--- src/rtl/core/business_day_date_advance_macros.svh ---
// Assertion macros shared by the business-day date advance RTL.
`ifndef BUSINESS_DAY_DATE_ADVANCE_MACROS_SVH
`define BUSINESS_DAY_DATE_ADVANCE_MACROS_SVH

`ifndef SYNTH

// Same-cycle implication, disabled while reset is asserted.
`define BDDA_ASSERT_IMP(label, clk, rst_n, ante, cons) \
	label: assert property (@(posedge clk) disable iff (!(rst_n)) (ante) |-> (cons)) \
		else $error("bdda assertion failed");

// Next-cycle implication, disabled while reset is asserted.
`define BDDA_ASSERT_NXT(label, clk, rst_n, ante, cons) \
	label: assert property (@(posedge clk) disable iff (!(rst_n)) (ante) |=> (cons)) \
		else $error("bdda assertion failed");

`else

`define BDDA_ASSERT_IMP(label, clk, rst_n, ante, cons)
`define BDDA_ASSERT_NXT(label, clk, rst_n, ante, cons)

`endif

`endif

--- src/rtl/core/bdda_pkg.sv ---
// Package with the types, constants and calendar functions of the business-day date advance.
`timescale 1ns / 1ps

package bdda_pkg;

	localparam int YEAR_W = 15;
	localparam int YMOD_W = 9;
	localparam int SUM_W  = 15;
	localparam int PROD_W = 25;

	localparam logic [6:0]        MASK_RESET = 7'd96;
	localparam logic [12:0]       RECIP25    = 13'd5243;
	localparam logic [YEAR_W-1:0] ERA_SHIFT  = 15'd400;
	localparam logic [YMOD_W-1:0] YMOD_LAST  = 9'd399;

	typedef struct packed {
		logic [13:0] start_year;
		logic [3:0]  start_month;
		logic [4:0]  start_day;
		logic [15:0] business_days;
	} bdda_in_t;

	typedef struct packed {
		logic [13:0] return_year;
		logic [3:0]  return_month;
		logic [4:0]  return_day;
		logic [2:0]  return_weekday;
		logic        bad_date;
	} bdda_out_t;

	// Calendar position carried through the walk; ymod is the year modulo 400.
	typedef struct packed {
		logic [YEAR_W-1:0] year;
		logic [3:0]        month;
		logic [4:0]        day;
		logic [YMOD_W-1:0] ymod;
		logic [2:0]        wd;
	} bdda_date_t;

	typedef enum logic [2:0] {
		S_IDLE,
		S_YMUL,
		S_YMOD,
		S_CHECK,
		S_SUM,
		S_FOLD,
		S_WALK
	} bdda_state_t;

	function automatic logic is_leap(input logic [YMOD_W-1:0] ymod);
		logic cent;
		cent = (ymod == 9'd100) || (ymod == 9'd200) || (ymod == 9'd300);
		return ((ymod[1:0] == 2'd0) && !cent) || (ymod == 9'd0);
	endfunction

	function automatic logic [4:0] month_len(input logic [3:0] month, input logic leap);
		logic [4:0] len;
		unique case (month)
			4'd2:                      len = leap ? 5'd29 : 5'd28;
			4'd4, 4'd6, 4'd9, 4'd11:   len = 5'd30;
			default:                   len = 5'd31;
		endcase
		return len;
	endfunction

	// Month term of the March-based weekday formula, floor(31 * shifted month / 12).
	function automatic logic [4:0] month_offset(input logic [3:0] month);
		logic [4:0] off;
		unique case (month)
			4'd1:    off = 5'd28;
			4'd2:    off = 5'd31;
			4'd3:    off = 5'd2;
			4'd4:    off = 5'd5;
			4'd5:    off = 5'd7;
			4'd6:    off = 5'd10;
			4'd7:    off = 5'd12;
			4'd8:    off = 5'd15;
			4'd9:    off = 5'd18;
			4'd10:   off = 5'd20;
			4'd11:   off = 5'd23;
			4'd12:   off = 5'd25;
			default: off = 5'd0;
		endcase
		return off;
	endfunction

endpackage

--- src/rtl/core/bdda_day_step.sv ---
// One-day calendar advance: day, month, year, year modulo 400 and weekday.
`timescale 1ns / 1ps

module bdda_day_step import bdda_pkg::*; (
	input  bdda_date_t cur,
	output bdda_date_t nxt
);

	logic [4:0] mlen;

	assign mlen = month_len(cur.month, is_leap(cur.ymod));

	always_comb begin
		nxt = cur;
		nxt.wd = (cur.wd == 3'd6) ? 3'd0 : cur.wd + 3'd1;
		if (cur.day >= mlen) begin
			nxt.day = 5'd1;
			if (cur.month == 4'd12) begin
				nxt.month = 4'd1;
				nxt.year  = cur.year + 15'd1;
				nxt.ymod  = (cur.ymod == YMOD_LAST) ? 9'd0 : cur.ymod + 9'd1;
			end else begin
				nxt.month = cur.month + 4'd1;
			end
		end else begin
			nxt.day = cur.day + 5'd1;
		end
	end

endmodule

--- src/rtl/core/business_day_date_advance.sv ---
// Top level of the business-day date advance: sequencer, shared multiplier and day walker.
`timescale 1ns / 1ps
`include "business_day_date_advance_macros.svh"

// A request is taken when start is high and busy is low; busy then stays high until the
// result is ready. One request first runs its setup (year modulo 400 and the weekday,
// both through one shared 13x13 reciprocal multiplier, then modulo-7 folding steps and
// a step that takes the weekday), then walks the calendar one day at a time and ends
// with a closing step. The walk covers about 7/(business days per week) days per
// business day requested. The result appears for one cycle with done high and must be
// taken in that cycle; busy falls in the same cycle, so the next request may follow at
// once. An invalid start date ends the request after the check.
module business_day_date_advance import bdda_pkg::*; (
	input  logic      clk,
	input  logic      arst_n,
	input  logic      start,
	output logic      busy,
	input  bdda_in_t  req,
	output logic      done,
	output bdda_out_t rsp,
	input  logic      cfg_we,
	input  logic [6:0] cfg_wdata
);

	bdda_state_t state_q, state_d;
	logic        finish;
	logic        done_q;
	logic [6:0]  mask_q;
	bdda_out_t   rsp_q;

	bdda_date_t        date_q, date_nxt;
	logic [15:0]       cnt_q;
	logic [PROD_W-1:0] prod_q;
	logic [SUM_W-1:0]  sum_q;

	logic              jan_feb;
	logic [YEAR_W-1:0] yy;
	logic [12:0]       mul_a;
	logic [25:0]       mul_full;
	logic [YEAR_W-1:0] q400_x;
	logic [YEAR_W-1:0] ymod_full;
	logic [SUM_W-1:0]  sum_calc;
	logic [SUM_W-1:0]  fold_calc;
	logic              date_ok;
	logic              all_off;
	logic              biz;
	logic              walk_end;

	// Shifted-month year: January and February count as months of the year before.
	assign jan_feb = (date_q.month == 4'd1) || (date_q.month == 4'd2);
	assign yy      = date_q.year + ERA_SHIFT - YEAR_W'(jan_feb);

	// The one multiplier: floor(x / 25) = (x * 5243) >> 17 for the range used here.
	assign mul_a    = (state_q == S_YMUL) ? date_q.year[14:2] : yy[14:2];
	assign mul_full = mul_a * RECIP25;

	assign q400_x    = YEAR_W'(prod_q[24:19]) * YEAR_W'(400);
	assign ymod_full = date_q.year - q400_x;

	assign sum_calc = SUM_W'(date_q.day) + yy + SUM_W'(yy[14:2]) - SUM_W'(prod_q[24:17])
		+ SUM_W'(prod_q[24:19]) + SUM_W'(month_offset(date_q.month));

	// Eight is one modulo seven, so adding the octal digits keeps the remainder.
	assign fold_calc = SUM_W'(sum_q[14:3]) + SUM_W'(sum_q[2:0]);

	assign date_ok = (date_q.month >= 4'd1) && (date_q.month <= 4'd12) && (date_q.day != 5'd0)
		&& (date_q.day <= month_len(date_q.month, is_leap(date_q.ymod)));

	assign all_off  = (mask_q == 7'h7F);
	assign biz      = !mask_q[date_q.wd];
	assign walk_end = (cnt_q == 16'd0) || all_off;

	bdda_day_step u_step (
		.cur (date_q),
		.nxt (date_nxt)
	);

	always_ff @(posedge clk or negedge arst_n) begin
		if (!arst_n) begin
			state_q <= S_IDLE;
			done_q  <= 1'b0;
			mask_q  <= MASK_RESET;
		end else begin
			state_q <= state_d;
			done_q  <= finish;
			if (cfg_we) begin
				mask_q <= cfg_wdata;
			end
		end
	end

	always_comb begin
		state_d = state_q;
		finish  = 1'b0;
		unique case (state_q)
			S_IDLE:  if (start) state_d = S_YMUL;
			S_YMUL:  state_d = S_YMOD;
			S_YMOD:  state_d = S_CHECK;
			S_CHECK: begin
				if (date_ok) begin
					state_d = S_SUM;
				end else begin
					state_d = S_IDLE;
					finish  = 1'b1;
				end
			end
			S_SUM:   state_d = S_FOLD;
			S_FOLD:  if (sum_q < SUM_W'(8)) state_d = S_WALK;
			S_WALK: begin
				if (walk_end) begin
					state_d = S_IDLE;
					finish  = 1'b1;
				end
			end
			default: state_d = S_IDLE;
		endcase
	end

	always_ff @(posedge clk) begin
		unique case (state_q)
			S_IDLE: begin
				if (start) begin
					date_q.year  <= {1'b0, req.start_year};
					date_q.month <= req.start_month;
					date_q.day   <= req.start_day;
					cnt_q        <= req.business_days;
				end
			end
			S_YMUL:  prod_q <= mul_full[PROD_W-1:0];
			S_YMOD:  date_q.ymod <= ymod_full[YMOD_W-1:0];
			S_CHECK: prod_q <= mul_full[PROD_W-1:0];
			S_SUM:   sum_q <= sum_calc;
			S_FOLD: begin
				if (sum_q >= SUM_W'(8)) begin
					sum_q <= fold_calc;
				end else begin
					date_q.wd <= (sum_q[2:0] == 3'd7) ? 3'd0 : sum_q[2:0];
				end
			end
			S_WALK: begin
				if (!walk_end) begin
					cnt_q  <= cnt_q - 16'(biz);
					date_q <= date_nxt;
				end
			end
			default: ;
		endcase
	end

	always_ff @(posedge clk) begin
		if (finish) begin
			rsp_q.return_year  <= date_q.year[13:0];
			rsp_q.return_month <= date_q.month;
			rsp_q.return_day   <= date_q.day;
			if (state_q == S_CHECK) begin
				rsp_q.return_weekday <= 3'd0;
				rsp_q.bad_date       <= 1'b1;
			end else begin
				rsp_q.return_weekday <= date_q.wd;
				rsp_q.bad_date       <= 1'b0;
			end
		end
	end

	assign busy = (state_q != S_IDLE);
	assign done = done_q;
	assign rsp  = rsp_q;

	`BDDA_ASSERT_NXT(a_start_busy, clk, arst_n, start && !busy, busy && !done)
	`BDDA_ASSERT_IMP(a_done_after_busy, clk, arst_n, done, $past(busy) && !busy)
	`BDDA_ASSERT_IMP(a_bad_weekday, clk, arst_n, done && rsp.bad_date, rsp.return_weekday == 3'd0)
	`BDDA_ASSERT_IMP(a_good_date, clk, arst_n, done && !rsp.bad_date, (rsp.return_day != 5'd0) && (rsp.return_month >= 4'd1) && (rsp.return_month <= 4'd12) && (rsp.return_weekday != 3'd7))

endmodule

--- config.mk ---
export PLATFORM = sky130hd
export DESIGN_NAME = business_day_date_advance
export DESIGN_NICKNAME = d
export VERILOG_FILES = /design/src/rtl/core/bdda_pkg.sv /design/src/rtl/core/bdda_day_step.sv /design/src/rtl/core/business_day_date_advance.sv
export VERILOG_INCLUDE_DIRS = /design/src /design/src/rtl/core
export SDC_FILE = /design/constraint.sdc
export NUM_CORES = 1
export LEC_CHECK = 0
export BUFFER_PORTS_ARGS = -buffer_cell sky130_fd_sc_hd__buf_4
export CAP_MARGIN = 20
export CORE_ASPECT_RATIO = 0.5
export CORE_MARGIN = 2
export CORE_UTILIZATION = 45
export CTS_CLUSTER_DIAMETER = 30
export DETAILED_ROUTE_END_ITERATION = 16
export PLACE_DENSITY = 0.62
export SLEW_MARGIN = 20
export SYNTH_ARGS = -nofsm -noshare
export SYNTH_HDL_FRONTEND = slang
export SYNTH_SLANG_ARGS = --single-unit
--- constraint.sdc ---
create_clock -name clk -period 6.81 [get_ports clk]
set_input_delay 1.362 -clock clk [delete_from_list [all_inputs] [get_ports clk]]
set_output_delay 1.362 -clock clk [all_outputs]
set_load 0.005 [all_outputs]
==> reports/results.ini, run 1 <==
[global_route]
track_usage_pct=20.1
grt_pass1_wl_mm=43.5
grt_pass1_vias=8861
grt_antenna_before_repair=0
grt_max_degree=76
grt_remaining_overflow=0

[critical_path]
crit_path_max_fanout=3
r2r_slack_ns=-0.26
worstPathRequired_ns=6.98
slowest_delay_ns=0.57
crit_path_end_kind=flip-flop
crit_cells=33
startpoint_type=flip-flop
critical-path-top-delay-family=adder cells
slowest_stage=fa_1
crit_buf_inv=7
crit_arrival_ns=7.24
timing.rr.start=date_q[18]
r2r_end=prod_q[21]
worstSetupPathType=reg2reg
r2r_cells=33

[yosys]
synth_cells=1156
ys_ff_latch=118
synth_cell_type_count=65
syn_nets=1456
async_reset_ff_share_pct=9.32
yosysWarnings=0
ys.flop_type=edfxtp_1
synth_area_mm2=0.0116
yosysSeqAreaShare_pct=29.7
synth_edf_count=102
syn_area_per_cell_um2=10.0

[outcome]
violations=negative setup slack
status=finished with violations

[sta]
max_freq_ghz=0.142
fin_crit_ns=7.07
rsz0062_at_grt=yes
max_slew.worst_pin.slew_ns=0.938
slew_viol_final=0
hold_viol=0
final_min_period_over_clock_period_pct=104
setup_ws_ns=-0.256
max-slew-margin-rel_pct=37.3
setup_viol=6
skew_ns=0.0148
whs_ns=0.502
setup_tns_ns=-0.931

[min_path]
hold_path_depth=0
whs_endpoint=rsp[17]
worstHoldPathType=reg2reg
min_from=date_q[25]

[cts]
cts_max_level=4
clkTransAtPathRegs_ns=0.06
insertion_delay_ns=0.42
cts_tree=built
clockRootBuffer=clkbuf_16
cts.path.max_buffers=2
clock-sinks=118
cts_buffers=17

[layout]
final_cell_mix=inv_1, buf_4, ha_1
drive_above_1_share_pct=22.3
finalCoreUtilization_pct=56.5
antenna_cells=0
syn2layout_area_growth_pct=23.0
nets=1640
final_common_cell=inv_1

[detailed_routing]
vias_per_cell=5.13
num_vias=8700
routed_wl_mm=26.4
detail_route.first_pass.iterations=5
antenna_left=0
wl_per_cell_um=15.6
drcViolationCount=0
drt_iter0_drc=489

[floorplan]
coreArea_mm2=0.0252
io_pins=79
rows=41
start_util_pct=45.9
die_y_um=117
dieWidth_um=231
dieArea_mm2=0.0271

[job]
drv_cap=0

[place]
place_congestion=0.904
portBuffers=78
dp_hpwl_mm=21.2

final cells by class:
class	instances	area (um^2)
clock buffers	22	495
clock inverters	10	90.1
fillers	2203	11000
inverters	200	751
multi-input cells	816	7620
flip-flops and latches	118	3440
well taps	344	430
repair buffers	187	1420
per-stage QoR:
stage | cell area, um^2 | setup slack, ns | instances
after CTS | 14000 | -0.132 | 1685
after floorplan | 11700 | 0.0257 | 1156
after global routing | 14300 | -0.579 | 1697
after global placement | 13400 | -0.150 | 1645
after detailed placement | 13400 | -0.278 | 1645
final | 14300 | -0.256 | 1697
layer usage:
metal	track usage [%]	wire length (um)
met5	0	0
met3	3.51	1200
met1	27.8	12300
met2	33.1	12600
met4	4.92	386
cells by family (layout without fill, tap and decap cells):
| group | after synthesis | count (layout) | synth area share [%] |
|---|---|---|---|
| and+or+nand+nor | 262 | 262 | 10.8 |
| adders and majority gates | 250 | 250 | 32.2 |
| buffers and inverters | 222 | 419 | 7.20 |
| AOI/OAI and AO/OA | 186 | 186 | 10.2 |
| DFF | 118 | 118 | 29.7 |
| xor gates and xnor gates | 93 | 93 | 7.39 |
| muxes | 25 | 25 | 2.49 |
repair_timing:
item	in CTS	in global routing
endpoints found under the setup margin	8	8
pin swaps	16	45
resized for setup	14	27
buffers inserted	8	12
hold buffers	0	0
registers in the layout, indices dropped and copies added, names as in the netlist, named ones only:
name	cells
date_q	36
rsp	27
cnt_q	16
sum_q	15
prod_q	8
mask_q	7
state_q	3
done	1
cell usage after synthesis, types with 21 or more instances:
library cell | count | area share (%)
o21ai_0 | 58 | 2.5
xnor2_1 | 58 | 4.4
nand3_1 | 23 | 0.99
ha_1 | 169 | 18
nand2_1 | 104 | 3.4
inv_1 | 200 | 6.5
a21oi_1 | 41 | 1.8
clkbuf_1 | 21 | 0.68
edfxtp_1 | 102 | 26
xor2_1 | 32 | 2.4
nor2_1 | 54 | 1.7
fa_1 | 81 | 14
worst max path at each step:
| stage | start | endpoint | slack [ns] |
|---|---|---|---|
| final | date_q[18] | prod_q[21] | -0.26 |
| after global routing | date_q[17] | prod_q[24] | -0.58 |
| after CTS | date_q[17] | prod_q[24] | -0.13 |
| after detailed placement | date_q[18] | prod_q[24] | -0.28 |
| after global placement | date_q[18] | prod_q[19] | -0.15 |
| after floorplan | date_q[17] | prod_q[24] | 0.03 |
Power of run 1 is not shown: default switching activity piles up to over one toggle a cycle in this logic, so the estimate is an artifact.
==> run 2: changes to the inputs <==
--- a/config.mk
+++ b/config.mk
@@ -17,4 +17,5 @@
 export SLEW_MARGIN = 20
 export SYNTH_ARGS = -nofsm -noshare
 export SYNTH_HDL_FRONTEND = slang
+export SYNTH_HIERARCHICAL = 1
 export SYNTH_SLANG_ARGS = --single-unit
==> reports/results.ini, run 2 <==
[yosys]
synth_fa_ha_area_share_pct=31.0
yosysSeqAreaShare_pct=29.0
synth-compound-area-share_pct=9.94
synth_most_common_cell=inv_1
yosysWarnings=6
synth_cell_type_count=76
synth.top_cell.area_share_pct=25.8
syn_nets=1510
synth_cells=1214
synthMuxAreaShare_pct=2.47
async_reset_ff_share_pct=9.32
ys_ff_latch=118
yosys.area_share.simple_pct=14.0
synth_area_mm2=0.0119
synthXorXnorAreaFrac_pct=6.91
synth_edf_count=102
synth_top_family_by_area=adder cells
synth_area_leaders=edfxtp_1, ha_1, fa_1
syn_area_per_cell_um2=9.78
synth_common_cells=inv_1, ha_1, nand2_1, edfxtp_1, fa_1
yosys.area.top_type=edfxtp_1
ys.flop_type=edfxtp_1

[detailed_routing]
drcViolationCount=0
wl_per_cell_um=16.4
drt_iter0_drc=614
vias_per_cell=5.26
routed_wl_mm=28.2
antenna_left=0
num_vias=9051
detail_route.first_pass.iterations=5

[place]
dp_slack_ns=-0.297
dp_hpwl_mm=22.7
placed_cell_area_mm2=0.0135
place_congestion=0.856
portBuffers=78

[critical_path]
slowest_delay_ns=0.55
r2r_cells=28
timing.rr.start=date_q[18]
critPathLaunch=date_q[18]
crit_path_end_kind=flip-flop
crit_arrival_ns=7.04
worstSetupPathType=reg2reg
r2r_slack_ns=-0.06
cpMostUsedCell=fa_1
crit_path_max_fanout=3
slowest_stage=fa_1
worstPathRequired_ns=6.98
startpoint_type=flip-flop

[layout]
final_cell_mix=inv_1, ha_1, buf_4
syn2layout_area_growth_pct=20.2
nets=1659
multi_input_area_mm2=0.00796
drive_above_1_share_pct=19.8
seq_area_mm2=0.00344
largest_register=date_q
reg.largest.list=date_q (36), rsp (27), cnt_q (16)
largest_register_ffs=36
antenna_cells=0
final_common_cell=inv_1
stdcell_area_mm2=0.0143
n_fill_cell=2228

[sta]
max-slew-margin-rel_pct=25.2
rsz0062_at_grt=yes
hold_viol=0
fin_crit_ns=6.87
setup_ws_ns=-0.0564
setup_viol=1
final_min_period_over_clock_period_pct=101
skew_ns=0.0158
max_slew.worst_pin.slew_ns=1.11
max_freq_ghz=0.146
slew_viol_final=0

[floorplan]
start_util_pct=46.5
dieWidth_um=234
rows=41
coreArea_mm2=0.0255
dieArea_mm2=0.0278
die_y_um=119
io_pins=79

[min_path]
min_from=mask_q[2]
worstHoldPathType=reg2reg
hold_path_depth=1

[job]
drv_cap=0

[cts]
clockRootBuffer=clkbuf_16
hold_buffers=0
clock-sinks=118
cts_max_level=4
cts_buffers=17
cts.path.max_buffers=2
insertion_delay_ns=0.43
cts_tree=built
clkTransAtPathRegs_ns=0.06

[global_route]
grt_remaining_overflow=0
grt_antenna_before_repair=0
grt_pass1_vias=9239
grt_pass1_wl_mm=46.4
track_usage_pct=21.1
grt_max_degree=42

[outcome]
violations=negative setup slack
status=finished with violations

## run 2: cells by family (layout without fill, tap and decap cells)
family / after synthesis / in the layout
buffers and inverters: 209 / 371
and+or+nand+nor: 345 / 345
xor gates and xnor gates: 89 / 89
AOI/OAI and AO/OA: 181 / 181
adders and majority gates: 246 / 246
muxes: 26 / 26
DFF: 118 / 118
## run 2: layout make-up
type / instances / share of cell area (%)
multi-input combinational: 887 / 55.8
sequential: 118 / 24.1
timing repair buffer: 154 / 8.11
inverter: 185 / 4.87
clock buffer: 20 / 3.27
tap: 344 / 3.02
clock inverter: 12 / 0.789
## run 2: final timing paths
path	to
hold reg to reg	mask_q[2]
hold / removal	mask_q[2]
setup reg to reg	prod_q[24]
setup / recovery	prod_q[24]
min in group asynchronous	mask_q[0]
max in group asynchronous	mask_q[6]
## run 2: metrics by stage
step | instances | hold slack, ns | setup TNS (ns) | utilization, %
2_1_floorplan | 1214 | 0.492 | 0 | -
3_3_place_gp | 1682 | 0.522 | -0.103 | 52.7
3_5_place_dp | 1682 | 0.524 | -0.626 | 52.7
4_1_cts | 1718 | 0.541 | -0.313 | 55.2
5_1_grt | 1720 | 0.548 | -1.42 | 55.8
6_report | 1720 | 0.543 | -0.0564 | 55.8
## run 2: repair_timing
action                                  4_1_cts  5_1_grt
hold endpoints to repair                      0        0
gates resized for setup                       7       29
buffers inserted                              4        2
endpoints found under the setup margin        6        8
pin swaps                                    12       10
## run 2: metal layers
metal,share of wire (%),track usage [%]
met1,47,29.5
met2,48,34.9
met3,3.0,2.66
met4,1.1,5.30
met5,0,0
## run 2: worst max-delay path, delay by kind of cell (launching register included)
family | cells | cell delay, ns
DFF | 1 | 0.41
adders and majority gates | 9 | 3.26
and+or+nand+nor | 2 | 0.26
buffers and inverters | 3 | 0.15
xor gates and xnor gates | 3 | 0.56
AOI/OAI and AO/OA | 11 | 1.95
Power of run 2 is left out for the same reason.
